**src/design/i2a_pkg.sv**
```systemverilog
// ----------------------------------------------------------------------------
// i2a_pkg
// Types and constants shared by the integer to ASCII radix converter.
// ----------------------------------------------------------------------------
package i2a_pkg;

  // Conversion kinds as they arrive on the input stream.
  typedef enum logic [2:0] {
    KIND_HEX  = 3'd0,
    KIND_UDEC = 3'd1,
    KIND_OCT  = 3'd2,
    KIND_SDEC = 3'd3,
    KIND_NONE = 3'd4
  } kind_e;

  typedef enum logic [1:0] {
    RADIX_HEX = 2'd0,
    RADIX_DEC = 2'd1,
    RADIX_OCT = 2'd2
  } radix_e;

  // Control part of one queued job; the magnitude travels beside it.
  typedef struct packed {
    radix_e radix;
    logic   neg;
  } job_t;

  localparam int KIND_W = 3;
  localparam int CHAR_W = 8;

  localparam logic [CHAR_W-1:0] CHAR_MINUS = 8'h2d;

  localparam logic [CHAR_W-1:0] GLYPHS [16] = '{
    8'h30, 8'h31, 8'h32, 8'h33, 8'h34, 8'h35, 8'h36, 8'h37,
    8'h38, 8'h39, 8'h61, 8'h62, 8'h63, 8'h64, 8'h65, 8'h66
  };

endpackage

```
**src/design/integer_to_ascii_radix.sv**
```systemverilog
// ----------------------------------------------------------------------------
// integer_to_ascii_radix
// Streams the ASCII text of an integer in hex, octal or decimal.
// ----------------------------------------------------------------------------
// Each input item carries a value and a kind; the block emits its digits most
// significant first, one character per output item, with tlast on the final
// one. Negative signed decimal values start with '-', zero gives one '0', hex
// is lower case and unsupported kinds produce nothing. A two-entry queue sits
// between the input classifier and the converter, so up to two values can be
// taken while the converter is busy. The converter handles one value at a
// time: hex and octal values load straight into the digit register, while
// decimal first runs a binary to BCD conversion at four bits per cycle.
// The digit register then shifts out one digit at a time, dropping leading
// zeros without using the output and sending one character per cycle while
// the output is ready, after a minus sign where one is needed.
module integer_to_ascii_radix #(
  parameter int VALUE_BITS = 64
) (
  input  logic        clk_i,
  input  logic        rst_ni,
  input  logic        s_axis_tvalid_i,
  output logic        s_axis_tready_o,
  input  logic [63:0] s_axis_tdata_i,   // [63:0] value
  input  logic [7:0]  s_axis_tuser_i,   // [2:0] kind, [7:3] zero
  output logic        m_axis_tvalid_o,
  input  logic        m_axis_tready_i,
  output logic [7:0]  m_axis_tdata_o,   // [7:0] char_code
  output logic        m_axis_tlast_o    // last
);

  localparam int JOB_W = $bits(i2a_pkg::job_t);
  localparam int Q_W   = JOB_W + VALUE_BITS;

  logic                  q_full, q_push, q_pop, q_valid;
  i2a_pkg::job_t         push_job, pop_job;
  logic [VALUE_BITS-1:0] push_mag, pop_mag;
  logic [Q_W-1:0]        pop_data;

  i2a_front #(
    .VALUE_BITS(VALUE_BITS)
  ) u_front (
    .s_valid_i (s_axis_tvalid_i),
    .s_ready_o (s_axis_tready_o),
    .kind_i    (s_axis_tuser_i[i2a_pkg::KIND_W-1:0]),
    .value_i   (s_axis_tdata_i),
    .q_full_i  (q_full),
    .q_push_o  (q_push),
    .q_job_o   (push_job),
    .q_mag_o   (push_mag)
  );

  i2a_fifo #(
    .WIDTH(Q_W),
    .DEPTH(2)
  ) u_fifo (
    .clk_i       (clk_i),
    .rst_ni      (rst_ni),
    .push_i      (q_push),
    .push_data_i ({push_job, push_mag}),
    .full_o      (q_full),
    .pop_i       (q_pop),
    .valid_o     (q_valid),
    .pop_data_o  (pop_data)
  );

  assign pop_job = i2a_pkg::job_t'(pop_data[Q_W-1 -: JOB_W]);
  assign pop_mag = pop_data[VALUE_BITS-1:0];

  i2a_back #(
    .VALUE_BITS(VALUE_BITS)
  ) u_back (
    .clk_i     (clk_i),
    .rst_ni    (rst_ni),
    .q_valid_i (q_valid),
    .q_job_i   (pop_job),
    .q_mag_i   (pop_mag),
    .q_pop_o   (q_pop),
    .m_valid_o (m_axis_tvalid_o),
    .m_ready_i (m_axis_tready_i),
    .m_char_o  (m_axis_tdata_o),
    .m_last_o  (m_axis_tlast_o)
  );

endmodule

```
**src/design/i2a_fifo.sv**
```systemverilog
// ----------------------------------------------------------------------------
// i2a_fifo
// Short first-in first-out queue between the classifier and the converter.
// ----------------------------------------------------------------------------
module i2a_fifo #(
  parameter int WIDTH = 66,
  parameter int DEPTH = 2
) (
  input  logic             clk_i,
  input  logic             rst_ni,
  input  logic             push_i,
  input  logic [WIDTH-1:0] push_data_i,
  output logic             full_o,
  input  logic             pop_i,
  output logic             valid_o,
  output logic [WIDTH-1:0] pop_data_o
);

  localparam int PTR_W = (DEPTH > 1) ? $clog2(DEPTH) : 1;
  localparam int CNT_W = $clog2(DEPTH + 1);

  logic [WIDTH-1:0] mem_q [DEPTH];
  logic [PTR_W-1:0] wr_ptr_q, wr_ptr_d;
  logic [PTR_W-1:0] rd_ptr_q, rd_ptr_d;
  logic [CNT_W-1:0] count_q, count_d;
  logic             do_push, do_pop;

  assign full_o     = (count_q == CNT_W'(DEPTH));
  assign valid_o    = (count_q != '0);
  assign pop_data_o = mem_q[rd_ptr_q];
  assign do_push    = push_i && !full_o;
  assign do_pop     = pop_i && valid_o;

  always_comb begin
    wr_ptr_d = wr_ptr_q;
    rd_ptr_d = rd_ptr_q;
    count_d  = count_q;
    if (do_push) begin
      wr_ptr_d = (wr_ptr_q == PTR_W'(DEPTH - 1)) ? '0 : wr_ptr_q + PTR_W'(1);
    end
    if (do_pop) begin
      rd_ptr_d = (rd_ptr_q == PTR_W'(DEPTH - 1)) ? '0 : rd_ptr_q + PTR_W'(1);
    end
    case ({do_push, do_pop})
      2'b10:   count_d = count_q + CNT_W'(1);
      2'b01:   count_d = count_q - CNT_W'(1);
      default: count_d = count_q;
    endcase
  end

  always_ff @(posedge clk_i or negedge rst_ni) begin
    if (!rst_ni) begin
      wr_ptr_q <= '0;
      rd_ptr_q <= '0;
      count_q  <= '0;
    end else begin
      wr_ptr_q <= wr_ptr_d;
      rd_ptr_q <= rd_ptr_d;
      count_q  <= count_d;
    end
  end

  always_ff @(posedge clk_i) begin
    if (do_push) begin
      mem_q[wr_ptr_q] <= push_data_i;
    end
  end

endmodule

```
**src/design/i2a_front.sv**
```systemverilog
// ----------------------------------------------------------------------------
// i2a_front
// Accepts input items, decodes the conversion kind and forms the magnitude.
// ----------------------------------------------------------------------------
module i2a_front #(
  parameter int VALUE_BITS = 64
) (
  input  logic                        s_valid_i,
  output logic                        s_ready_o,
  input  logic [i2a_pkg::KIND_W-1:0]  kind_i,
  input  logic [63:0]                 value_i,
  input  logic                        q_full_i,
  output logic                        q_push_o,
  output i2a_pkg::job_t               q_job_o,
  output logic [VALUE_BITS-1:0]       q_mag_o
);

  logic [VALUE_BITS-1:0] v;
  logic                  keep;

  assign v         = value_i[VALUE_BITS-1:0];
  assign s_ready_o = !q_full_i;
  assign q_push_o  = s_valid_i && !q_full_i && keep;

  always_comb begin
    keep          = 1'b1;
    q_job_o.radix = i2a_pkg::RADIX_DEC;
    q_job_o.neg   = 1'b0;
    q_mag_o       = v;
    unique case (i2a_pkg::kind_e'(kind_i))
      i2a_pkg::KIND_HEX:  q_job_o.radix = i2a_pkg::RADIX_HEX;
      i2a_pkg::KIND_UDEC: q_job_o.radix = i2a_pkg::RADIX_DEC;
      i2a_pkg::KIND_OCT:  q_job_o.radix = i2a_pkg::RADIX_OCT;
      i2a_pkg::KIND_SDEC: begin
        // The most negative value negates to itself, which is its magnitude.
        q_job_o.neg = v[VALUE_BITS-1];
        if (v[VALUE_BITS-1]) begin
          q_mag_o = ~v + VALUE_BITS'(1);
        end
      end
      default: keep = 1'b0;
    endcase
  end

endmodule

```
**src/design/i2a_back.sv**
```systemverilog
// ----------------------------------------------------------------------------
// i2a_back
// Turns a queued magnitude into digits and streams the characters out.
// ----------------------------------------------------------------------------
module i2a_back #(
  parameter int VALUE_BITS = 64
) (
  input  logic                        clk_i,
  input  logic                        rst_ni,
  input  logic                        q_valid_i,
  input  i2a_pkg::job_t               q_job_i,
  input  logic [VALUE_BITS-1:0]       q_mag_i,
  output logic                        q_pop_o,
  output logic                        m_valid_o,
  input  logic                        m_ready_i,
  output logic [i2a_pkg::CHAR_W-1:0]  m_char_o,
  output logic                        m_last_o
);

  localparam int NDEC   = ((VALUE_BITS * 1233) >> 12) + 1;
  localparam int OCTD   = (VALUE_BITS + 2) / 3;
  localparam int HEXD   = (VALUE_BITS + 3) / 4;
  localparam int NDIG   = (NDEC > OCTD) ? NDEC : OCTD;
  localparam int DW     = NDIG * 4;
  localparam int PADW   = HEXD * 4;
  localparam int PASS_W = (HEXD > 1) ? $clog2(HEXD) : 1;
  localparam int REM_W  = $clog2(NDIG + 1);

  typedef enum logic [1:0] {
    ST_IDLE,
    ST_CONV,
    ST_EMIT
  } state_e;

  state_e                     state_q;
  logic                       sign_q;
  logic                       lead_q;
  logic [DW-1:0]              dig_q;
  logic [PADW-1:0]            bin_q;
  logic [PASS_W-1:0]          pass_q;
  logic [REM_W-1:0]           rem_q;
  logic                       m_valid_q;
  logic [i2a_pkg::CHAR_W-1:0] m_char_q;
  logic                       m_last_q;

  logic [DW-1:0]   magx;
  logic [DW-1:0]   fill_oct;
  logic [DW-1:0]   dd_bcd;
  logic [PADW-1:0] dd_bin;
  logic [3:0]      top_dig;
  logic            out_free;
  logic            last_dig;
  logic            emit;

  assign magx      = DW'(q_mag_i);
  assign top_dig   = dig_q[DW-1 -: 4];
  assign out_free  = !m_valid_q || m_ready_i;
  assign last_dig  = (rem_q == REM_W'(1));
  assign q_pop_o   = (state_q == ST_IDLE) && q_valid_i;
  assign m_valid_o = m_valid_q;
  assign m_char_o  = m_char_q;
  assign m_last_o  = m_last_q;

  // A character goes out unless a leading zero is being dropped.
  assign emit = (state_q == ST_EMIT) && out_free &&
                (sign_q || !(lead_q && (top_dig == 4'd0) && !last_dig));

  always_comb begin
    fill_oct = '0;
    for (int d = 0; d < NDIG; d++) begin
      fill_oct[4*d +: 4] = {1'b0, magx[3*d +: 3]};
    end
  end

  // Four shift-and-add-3 steps of the binary to BCD conversion per cycle.
  always_comb begin
    dd_bcd = dig_q;
    dd_bin = bin_q;
    for (int s = 0; s < 4; s++) begin
      for (int d = 0; d < NDIG; d++) begin
        if (dd_bcd[4*d +: 4] >= 4'd5) begin
          dd_bcd[4*d +: 4] = dd_bcd[4*d +: 4] + 4'd3;
        end
      end
      {dd_bcd, dd_bin} = {dd_bcd, dd_bin} << 1;
    end
  end

  always_ff @(posedge clk_i or negedge rst_ni) begin
    if (!rst_ni) begin
      state_q   <= ST_IDLE;
      sign_q    <= 1'b0;
      lead_q    <= 1'b0;
      dig_q     <= '0;
      bin_q     <= '0;
      pass_q    <= '0;
      rem_q     <= '0;
      m_valid_q <= 1'b0;
      m_char_q  <= '0;
      m_last_q  <= 1'b0;
    end else begin
      m_valid_q <= emit || (m_valid_q && !m_ready_i);
      unique case (state_q)
        ST_IDLE: begin
          if (q_valid_i) begin
            sign_q <= q_job_i.neg;
            lead_q <= 1'b1;
            rem_q  <= REM_W'(NDIG);
            case (q_job_i.radix)
              i2a_pkg::RADIX_DEC: begin
                dig_q   <= '0;
                bin_q   <= PADW'(q_mag_i);
                pass_q  <= '0;
                state_q <= ST_CONV;
              end
              i2a_pkg::RADIX_OCT: begin
                dig_q   <= fill_oct;
                state_q <= ST_EMIT;
              end
              default: begin
                dig_q   <= magx;
                state_q <= ST_EMIT;
              end
            endcase
          end
        end
        ST_CONV: begin
          dig_q  <= dd_bcd;
          bin_q  <= dd_bin;
          pass_q <= pass_q + PASS_W'(1);
          if (pass_q == PASS_W'(HEXD - 1)) begin
            state_q <= ST_EMIT;
          end
        end
        ST_EMIT: begin
          if (sign_q) begin
            if (out_free) begin
              m_char_q <= i2a_pkg::CHAR_MINUS;
              m_last_q <= 1'b0;
              sign_q   <= 1'b0;
            end
          end else if (lead_q && (top_dig == 4'd0) && !last_dig) begin
            // Leading zeros drop out without using the output slot.
            dig_q <= dig_q << 4;
            rem_q <= rem_q - REM_W'(1);
          end else if (out_free) begin
            m_char_q <= i2a_pkg::GLYPHS[top_dig];
            m_last_q <= last_dig;
            lead_q   <= 1'b0;
            dig_q    <= dig_q << 4;
            rem_q    <= rem_q - REM_W'(1);
            if (last_dig) begin
              state_q <= ST_IDLE;
            end
          end
        end
        default: state_q <= ST_IDLE;
      endcase
    end
  end

endmodule

```
**config.mk**
```make
export PLATFORM = sky130hd
export DESIGN_NAME = integer_to_ascii_radix
export DESIGN_NICKNAME = d
export VERILOG_FILES = /design/src/design/i2a_pkg.sv /design/src/design/integer_to_ascii_radix.sv /design/src/design/i2a_fifo.sv /design/src/design/i2a_front.sv /design/src/design/i2a_back.sv
export SDC_FILE = /design/constraint.sdc
export NUM_CORES = 1
export LEC_CHECK = 0
export BUFFER_PORTS_ARGS = -buffer_cell sky130_fd_sc_hd__buf_4
export CAP_MARGIN = 20
export CELL_PAD_IN_SITES_DETAIL_PLACEMENT = 1
export CELL_PAD_IN_SITES_GLOBAL_PLACEMENT = 2
export CORE_ASPECT_RATIO = 0.8
export CORE_MARGIN = 2
export CORE_UTILIZATION = 37
export CTS_BUF_LIST = sky130_fd_sc_hd__clkbuf_8
export DETAILED_ROUTE_END_ITERATION = 10
export PLACE_DENSITY_LB_ADDON = 0.1
export SYNTH_ARGS = -nofsm -noshare
export SYNTH_HDL_FRONTEND = slang
export SYNTH_SLANG_ARGS = --single-unit
```
**constraint.sdc**
```tcl
create_clock -name clk_i -period 4.2 [get_ports clk_i]
set_clock_uncertainty 0.1 [all_clocks]
set_input_delay 0.21 -clock clk_i [delete_from_list [all_inputs] [get_ports clk_i]]
set_output_delay 0.21 -clock clk_i [all_outputs]
set_load 0.02 [all_outputs]
```
**After elaboration in Yosys (flattened, before gate mapping)**

Memory sizes are Yosys's and may differ from the RTL's.
Cells that the tools add are included.

- Mux-type cells: 141
- Eq/ne operators: 21
- Bitwise logic cells: 2
- Reduce and logical (&&, ||, !) cells: 34
- Magnitude comparators: 89
- $add $sub $neg: 95

Operator list:

| cell | count |
|---|---|
| 4-bit by 3-bit greater-or-equal comparator with 1-bit output, second input constant | 88 |
| 88-bit 2-to-1 mux | 4 |
| 4-bit 2-to-1 mux | 86 |
| 4-bit by 2-bit adder with 4-bit output, second input constant | 84 |
| 88-bit one-hot mux with 3 select lines | 1 |
| 64-bit 2-to-1 mux | 4 |
| 85-bit one-hot mux with 2 select lines | 1 |
| 64-bit one-hot mux with 2 select lines | 1 |
| 64-bit by 1-bit adder with 64-bit output, second input constant | 1 |
| 64-bit inverter | 1 |
| 8-bit 2-to-1 mux | 6 |
| 5-bit 2-to-1 mux | 4 |
| 1-bit 2-to-1 mux | 16 |
| 2-bit 2-to-1 mux | 7 |
| 3-bit by 2-bit adder with 3-bit output, second input constant | 4 |
| 3-bit 2-to-1 mux | 4 |
| 1-bit logical AND | 10 |
| 2-bit by 1-bit != test with 1-bit output, second input constant | 5 |
| 5-bit one-hot mux with 2 select lines | 1 |
| 2-bit equality test, second input constant | 4 |
| 2-bit one-hot mux with 2 select lines | 2 |
| 4-bit one-hot mux with 2 select lines | 1 |
| 4-bit AND reduction | 2 |
| 2-bit nonzero test | 4 |
| 27 further kinds | 41 |

- Memory bits (writable): 134
- Memories kept: 2
- Flip-flop bits (word level): 179
- Memory bits (read-only): 128

Memory list:

| name | depth | bits a word | rd ports | clocked after Yosys merged registers in | wr ports | line | text |
|---|---|---|---|---|---|---|---|
| u_fifo.mem_q | 2 | 67 | 1 | 0 | 1 | i2a_fifo.sv:22 | `logic [WIDTH-1:0] mem_q [DEPTH];` |
| (name not given) | 16 | 8 | 1 | 0 | 0 | i2a_back.sv:147 | `m_char_q <= i2a_pkg::GLYPHS[top_dig];` |

**Depth between registers and ports, before layout**

- Depth in word-level cells: 9
- Mapped depth: 21
- Mapped depth without buffers: 20

**Modules after synthesis**

Synthesis repeated with hierarchy kept, for this count alone.

- Cells, all modules: 2,774
- Area total of the unflattened synthesis: 25,306.8 um^2

By module, submodules not included:

| module | sequential area each (um^2) | area each (um^2) | times used | cells an instance |
|---|---|---|---|---|
| i2a_back | 4,354.2 | 18,681.7 | 1 | 2,319 |
| i2a_fifo | 4,124.0 | 5,124.9 | 1 | 227 |
| i2a_front | 0.0 | 1,500.2 | 1 | 228 |

**Worst setup path before layout**

OpenSTA, ideal clock, no wires.

- Path type: register -> register
- Start: register u_fifo.count_q[0]
- End: memory u_fifo.mem_q[0][0] (netlist bit), enable pin
- Data required time: 3.607 ns
- Cell stages (with the launch flop): 4
- Period minus slack after synthesis: 4.276 ns
- Arrival time: 3.684 ns
- Buffers on the path: 0
- Path slack: -0.076 ns
- Cell sequence: dfrtp_1 > nand2b_1 > nand3b_1 > nor2_1

- Longest elaborated chain between the ends: 7

Ends and longest elaborated chain:

| item | line | text |
|---|---|---|
| start: declaration | i2a_fifo.sv:25 | `logic [CNT_W-1:0] count_q, count_d;` |
| start signal: assignment | i2a_fifo.sv:59 | `count_q <= count_d;` |
| 2-bit equality test (*) | i2a_fifo.sv:28 | `assign full_o = (count_q == CNT_W'(DEPTH));` |
| 1-bit zero test (*) | - |  |
| net s_axis_tready_o | integer_to_ascii_radix.sv:22 | `output logic s_axis_tready_o,` |
| 1-bit logical AND (2 in series) | i2a_front.sv:23 | `assign q_push_o = s_valid_i && !q_full_i && keep;` |
| 1-bit logical AND (*) | i2a_fifo.sv:31 | `assign do_push = push_i && !full_o;` |
| 1-bit 2-to-1 mux (*) | i2a_fifo.sv:64 | `if (do_push) begin` |
| 1-bit 2-to-1 mux (implied by the code) (*) | i2a_fifo.sv:65 | `mem_q[wr_ptr_q] <= push_data_i;` |
| end: declaration | i2a_fifo.sv:22 |  |

The timed path passes the listed nets; every way through them passes the cells marked *.

**Final worst setup path**

- Start: register u_back.dig_q[56]
- End: register u_back.dig_q[62]

- Longest elaborated chain between the ends: 9

Ends and longest elaborated chain:

| item | line | text |
|---|---|---|
| start: declaration | i2a_back.sv:38 | `logic [DW-1:0] dig_q;` |
| start signal: assignment | i2a_back.sv:117 | `dig_q <= fill_oct;` |
| start signal: assignment | i2a_back.sv:121 | `dig_q <= magx;` |
| start signal: assignment | i2a_back.sv:144 | `dig_q <= dig_q << 4;` |
| 4-bit by 2-bit adder with 4-bit output or 4-bit by 3-bit greater-or-equal comparator with 1-bit output (tied branches) | i2a_back.sv:82, i2a_back.sv:81 |  |
| 4-bit 2-to-1 mux (*) | i2a_back.sv:81 | `if (dd_bcd[4*d +: 4] >= 4'd5) begin` |
| 4-bit by 2-bit adder with 4-bit output or 4-bit by 3-bit greater-or-equal comparator with 1-bit output (tied branches) | i2a_back.sv:82, i2a_back.sv:81 |  |
| 4-bit 2-to-1 mux | i2a_back.sv:81 |  |
| 4-bit by 2-bit adder with 4-bit output or 4-bit by 3-bit greater-or-equal comparator with 1-bit output (tied branches) | i2a_back.sv:82, i2a_back.sv:81 |  |
| 4-bit 2-to-1 mux | i2a_back.sv:81 |  |
| 4-bit by 2-bit adder with 4-bit output or 4-bit by 3-bit greater-or-equal comparator with 1-bit output (tied branches) | i2a_back.sv:82, i2a_back.sv:81 |  |
| 4-bit 2-to-1 mux (*) | i2a_back.sv:81 |  |
| 88-bit one-hot mux with 3 select lines (*) | i2a_back.sv:103 | `unique case (state_q)` |

Every way passes the cells marked *; elsewhere a longest branch is shown, timed or not.
A chain may end at the register's enable or synchronous reset.

==> flow_metrics.tcl <==
set metrics [dict create \
    num_io_pins 87 \
    pre_cts_slack_ps 108.6 \
    path_cells "inv_1 -> ha_1 -> nand2b_1 -> or3b_1 -> and2_1 -> inv_2 -> ha_1 -> o21ai_0 -> a31oi_2 -> inv_1 -> ha_1 -> nor4_1 -> a211oi_2 -> nor2b_1 -> mux2i_1 -> o31ai_1" \
    wl_per_cell_um 20.93 \
    die_area_mm2 0.06727 \
    die_h_um 232.4 \
    end_kind "flop" \
    synth_edf_count 134 \
    ys_ff_latch 312 \
    wl_met3_mm 2.746 \
    core-area_mm2 0.06428 \
    postRouteWirelength_mm 78.44 \
    fmax_mhz 248.2 \
    clock_path_buffers 3 \
    gr-usage-all-layers_pct 23.26 \
    path_clk_slew_ps 60 \
    max_stage_delay_ps 520 \
    drc 0 \
    grt_pass1_wl_mm 124.6 \
    start_kind "flop" \
    cts-root-buf "clkbuf_8" \
    critical-path-slowest-cell "dfrtp_1" \
    setup_ws_ps 171.3 \
    ys_warn_count 0 \
    ys.flop_type "dfrtp_1" \
    status "completed" \
    synth_fp_nets 2873 \
    drv_cap 0 \
    path_buf_inv 3 \
    crit_fanout 7 \
    numCtsBuffers 55 \
    wl_met1_mm 39.88 \
    synthCells 2684 \
    wl_met2_mm 34.43 \
    hold_viol_final 0 \
    yosysTopAreaCell "dfrtp_1" \
    numPortBuffers 80 \
    synth_cell_type_count 104 \
    firstDrtPassIters 6 \
    ys_top_cells_by_area "dfrtp_1, edfxtp_1, ha_1" \
    routed.top_layer "met4" \
    period_share_pct 95.92 \
    holdCritPathClass "in -> async" \
    setup_tns_ps 0 \
    die_w_um 289.5 \
    critical_path_class "reg -> reg" \
    vias 21490 \
    grt.overflow.total 0 \
    area_growth_syn_to_layout_pct 16.47 \
    critPathMostFrequentCell "ha_1" \
    holdWs_ps 43.50 \
    synth.most_common_cell "a21oi_1" \
    dr.first_iter.drc_count 1412 \
    synth_area_mm2 0.02412 \
    async_flop_share_pct 57.05 \
    period_needed_ps 4029 \
    seq_area_frac_synth_pct 35.15 \
    n_antenna_cell 0 \
    fin_nets 3040 \
    arrival_ps 4420 \
    vias_per_cell 5.732 \
    start_util_pct 37.53 \
    rows 83 \
    final_layout_size_suffix_gt1_share_pct 16.29 \
    antenna_found_initial 0 \
    cts.htree.levels 2 \
    grt_max_degree 75 \
    grt_pass1_vias 22110 \
    cts_tree "done" \
    netlist.area_leader.share_pct 18.46 \
    worst_pin_slew_ps 1011 \
    synth_area_per_cell_um2 8.988 \
    place_congestion 0.8508 \
    drtAntennaViolNets 0 \
    slew_violations 0 \
    critPathTopFamily "simple AND/OR/NAND/NOR gates" \
    cp_data_required_time_ps 4590 \
    slew-limit-headroom_pct 32.60 \
    finalSetupViolations 0 \
    worst_skew_pair.late_latency_ps 670 \
    netlist_top_cells_count "a21oi_1, nor2_1, o21ai_0, nand2_1, dfrtp_1" \
    dp_hpwl_mm 57.02 \
    cts_sinks 312 \
]
-- what timing repair did --
action	CTS	global route
resized for setup	0	40
endpoints found under the setup margin	0	41
setup buffers	0	9
hold endpoints to repair	198	0
hold buffers	83	0
-- kinds of logic (layout without fill, tap and decap cells) --
logic type / count (synthesis) / count (layout) / synth area share, %
other: 1 / 1 / 0.01555
adders and majority gates: 115 / 115 / 5.944
and+or+nand+nor: 707 / 707 / 14.28
AOI/OAI and AO/OA: 891 / 891 / 24.12
buffers and inverters: 276 / 490 / 4.388
muxes: 223 / 223 / 9.793
xor gates and xnor gates: 159 / 159 / 6.317
DFF: 312 / 312 / 35.15
-- state kept, by name, indices dropped and copies added (netlist names) --
register and cells:
u_back.bin_q 64, u_back.dig_q 88, u_back.lead_q 1, u_back.m_char_o 7, u_back.m_last_o 1, u_back.m_valid_o 1, u_back.pass_q 4, u_back.rem_q 5
u_back.sign_q 1, u_back.state_q 2, u_fifo.count_q 2, u_fifo.mem_q 134, u_fifo.rd_ptr_q 1, u_fifo.wr_ptr_q 1
-- per-stage QoR --
stage | cell area [um^2] | utilization (%) | instances
after floorplan | 24120 | - | 2684
after global placement | 25850 | 40.22 | 3552
after detailed placement | 25850 | 40.22 | 3552
after CTS | 27840 | 43.31 | 3739
after global routing | 28100 | 43.71 | 3748
final | 28100 | 43.71 | 3748
-- cell usage in the layout (no fill, tap or decap), types with 44 or more instances in the layout --
cell,synthesis,routed
inv_1,152,175
ha_1,113,112
mux2_2,101,101
clkbuf_8,0,61
o21ai_0,199,199
buf_4,1,133
dfrtp_1,178,176
a21oi_1,230,223
o21ai_1,48,45
nand2_1,179,179
nor2_1,229,226
mux2i_1,121,118
xnor2_1,87,83
xor2_1,56,56
edfxtp_1,134,134
a31oi_1,51,44
dlygate4sd3_1,0,83
-- final cells by class --
| cell class | count | area, um^2 |
|---|---|---|
| Clock inverter | 44 | 331.6 |
| Multi-Input combinational cell | 2096 | 14830 |
| Sequential cell | 312 | 8481 |
| Tap cell | 850 | 1064 |
| Inverter | 164 | 621.8 |
| Clock buffer | 60 | 825.8 |
| Fill cell | 7335 | 36190 |
| Timing Repair Buffer | 222 | 1943 |
-- per-layer routing --
metal,GRT usage (%),vias to the layer above
li1,-,10280
met1,34.45,10770
met2,36.17,342
met3,2.559,93
met4,5.267,0
met5,0,-
-- worst paths after layout --
check / from / end / slack [ps] / cells after the start
min: rst_ni / u_back.bin_q[2]$_DFFE_PN0P_ / 40 / 2
max: u_back.dig_q[56]$_DFFE_PN0P_ / u_back.dig_q[62]$_DFFE_PN0P_ / 170 / 16
min in group clk_i: s_axis_tuser_i[2] / u_fifo.wr_ptr_q$_DFFE_PN0P_ / 60 / 3
min reg2reg: u_back.m_char_o[5]$_DFFE_PN0P_ / u_back.m_char_o[5]$_DFFE_PN0P_ / 370 / 1
max in group asynchronous: rst_ni / u_back.dig_q[42]$_DFFE_PN0P_ / 2870 / 3
max reg2reg: u_back.dig_q[56]$_DFFE_PN0P_ / u_back.dig_q[62]$_DFFE_PN0P_ / 170 / 16
Power is not shown: default switching activity piles up to over one toggle a cycle in this logic, so the estimate is an artifact.
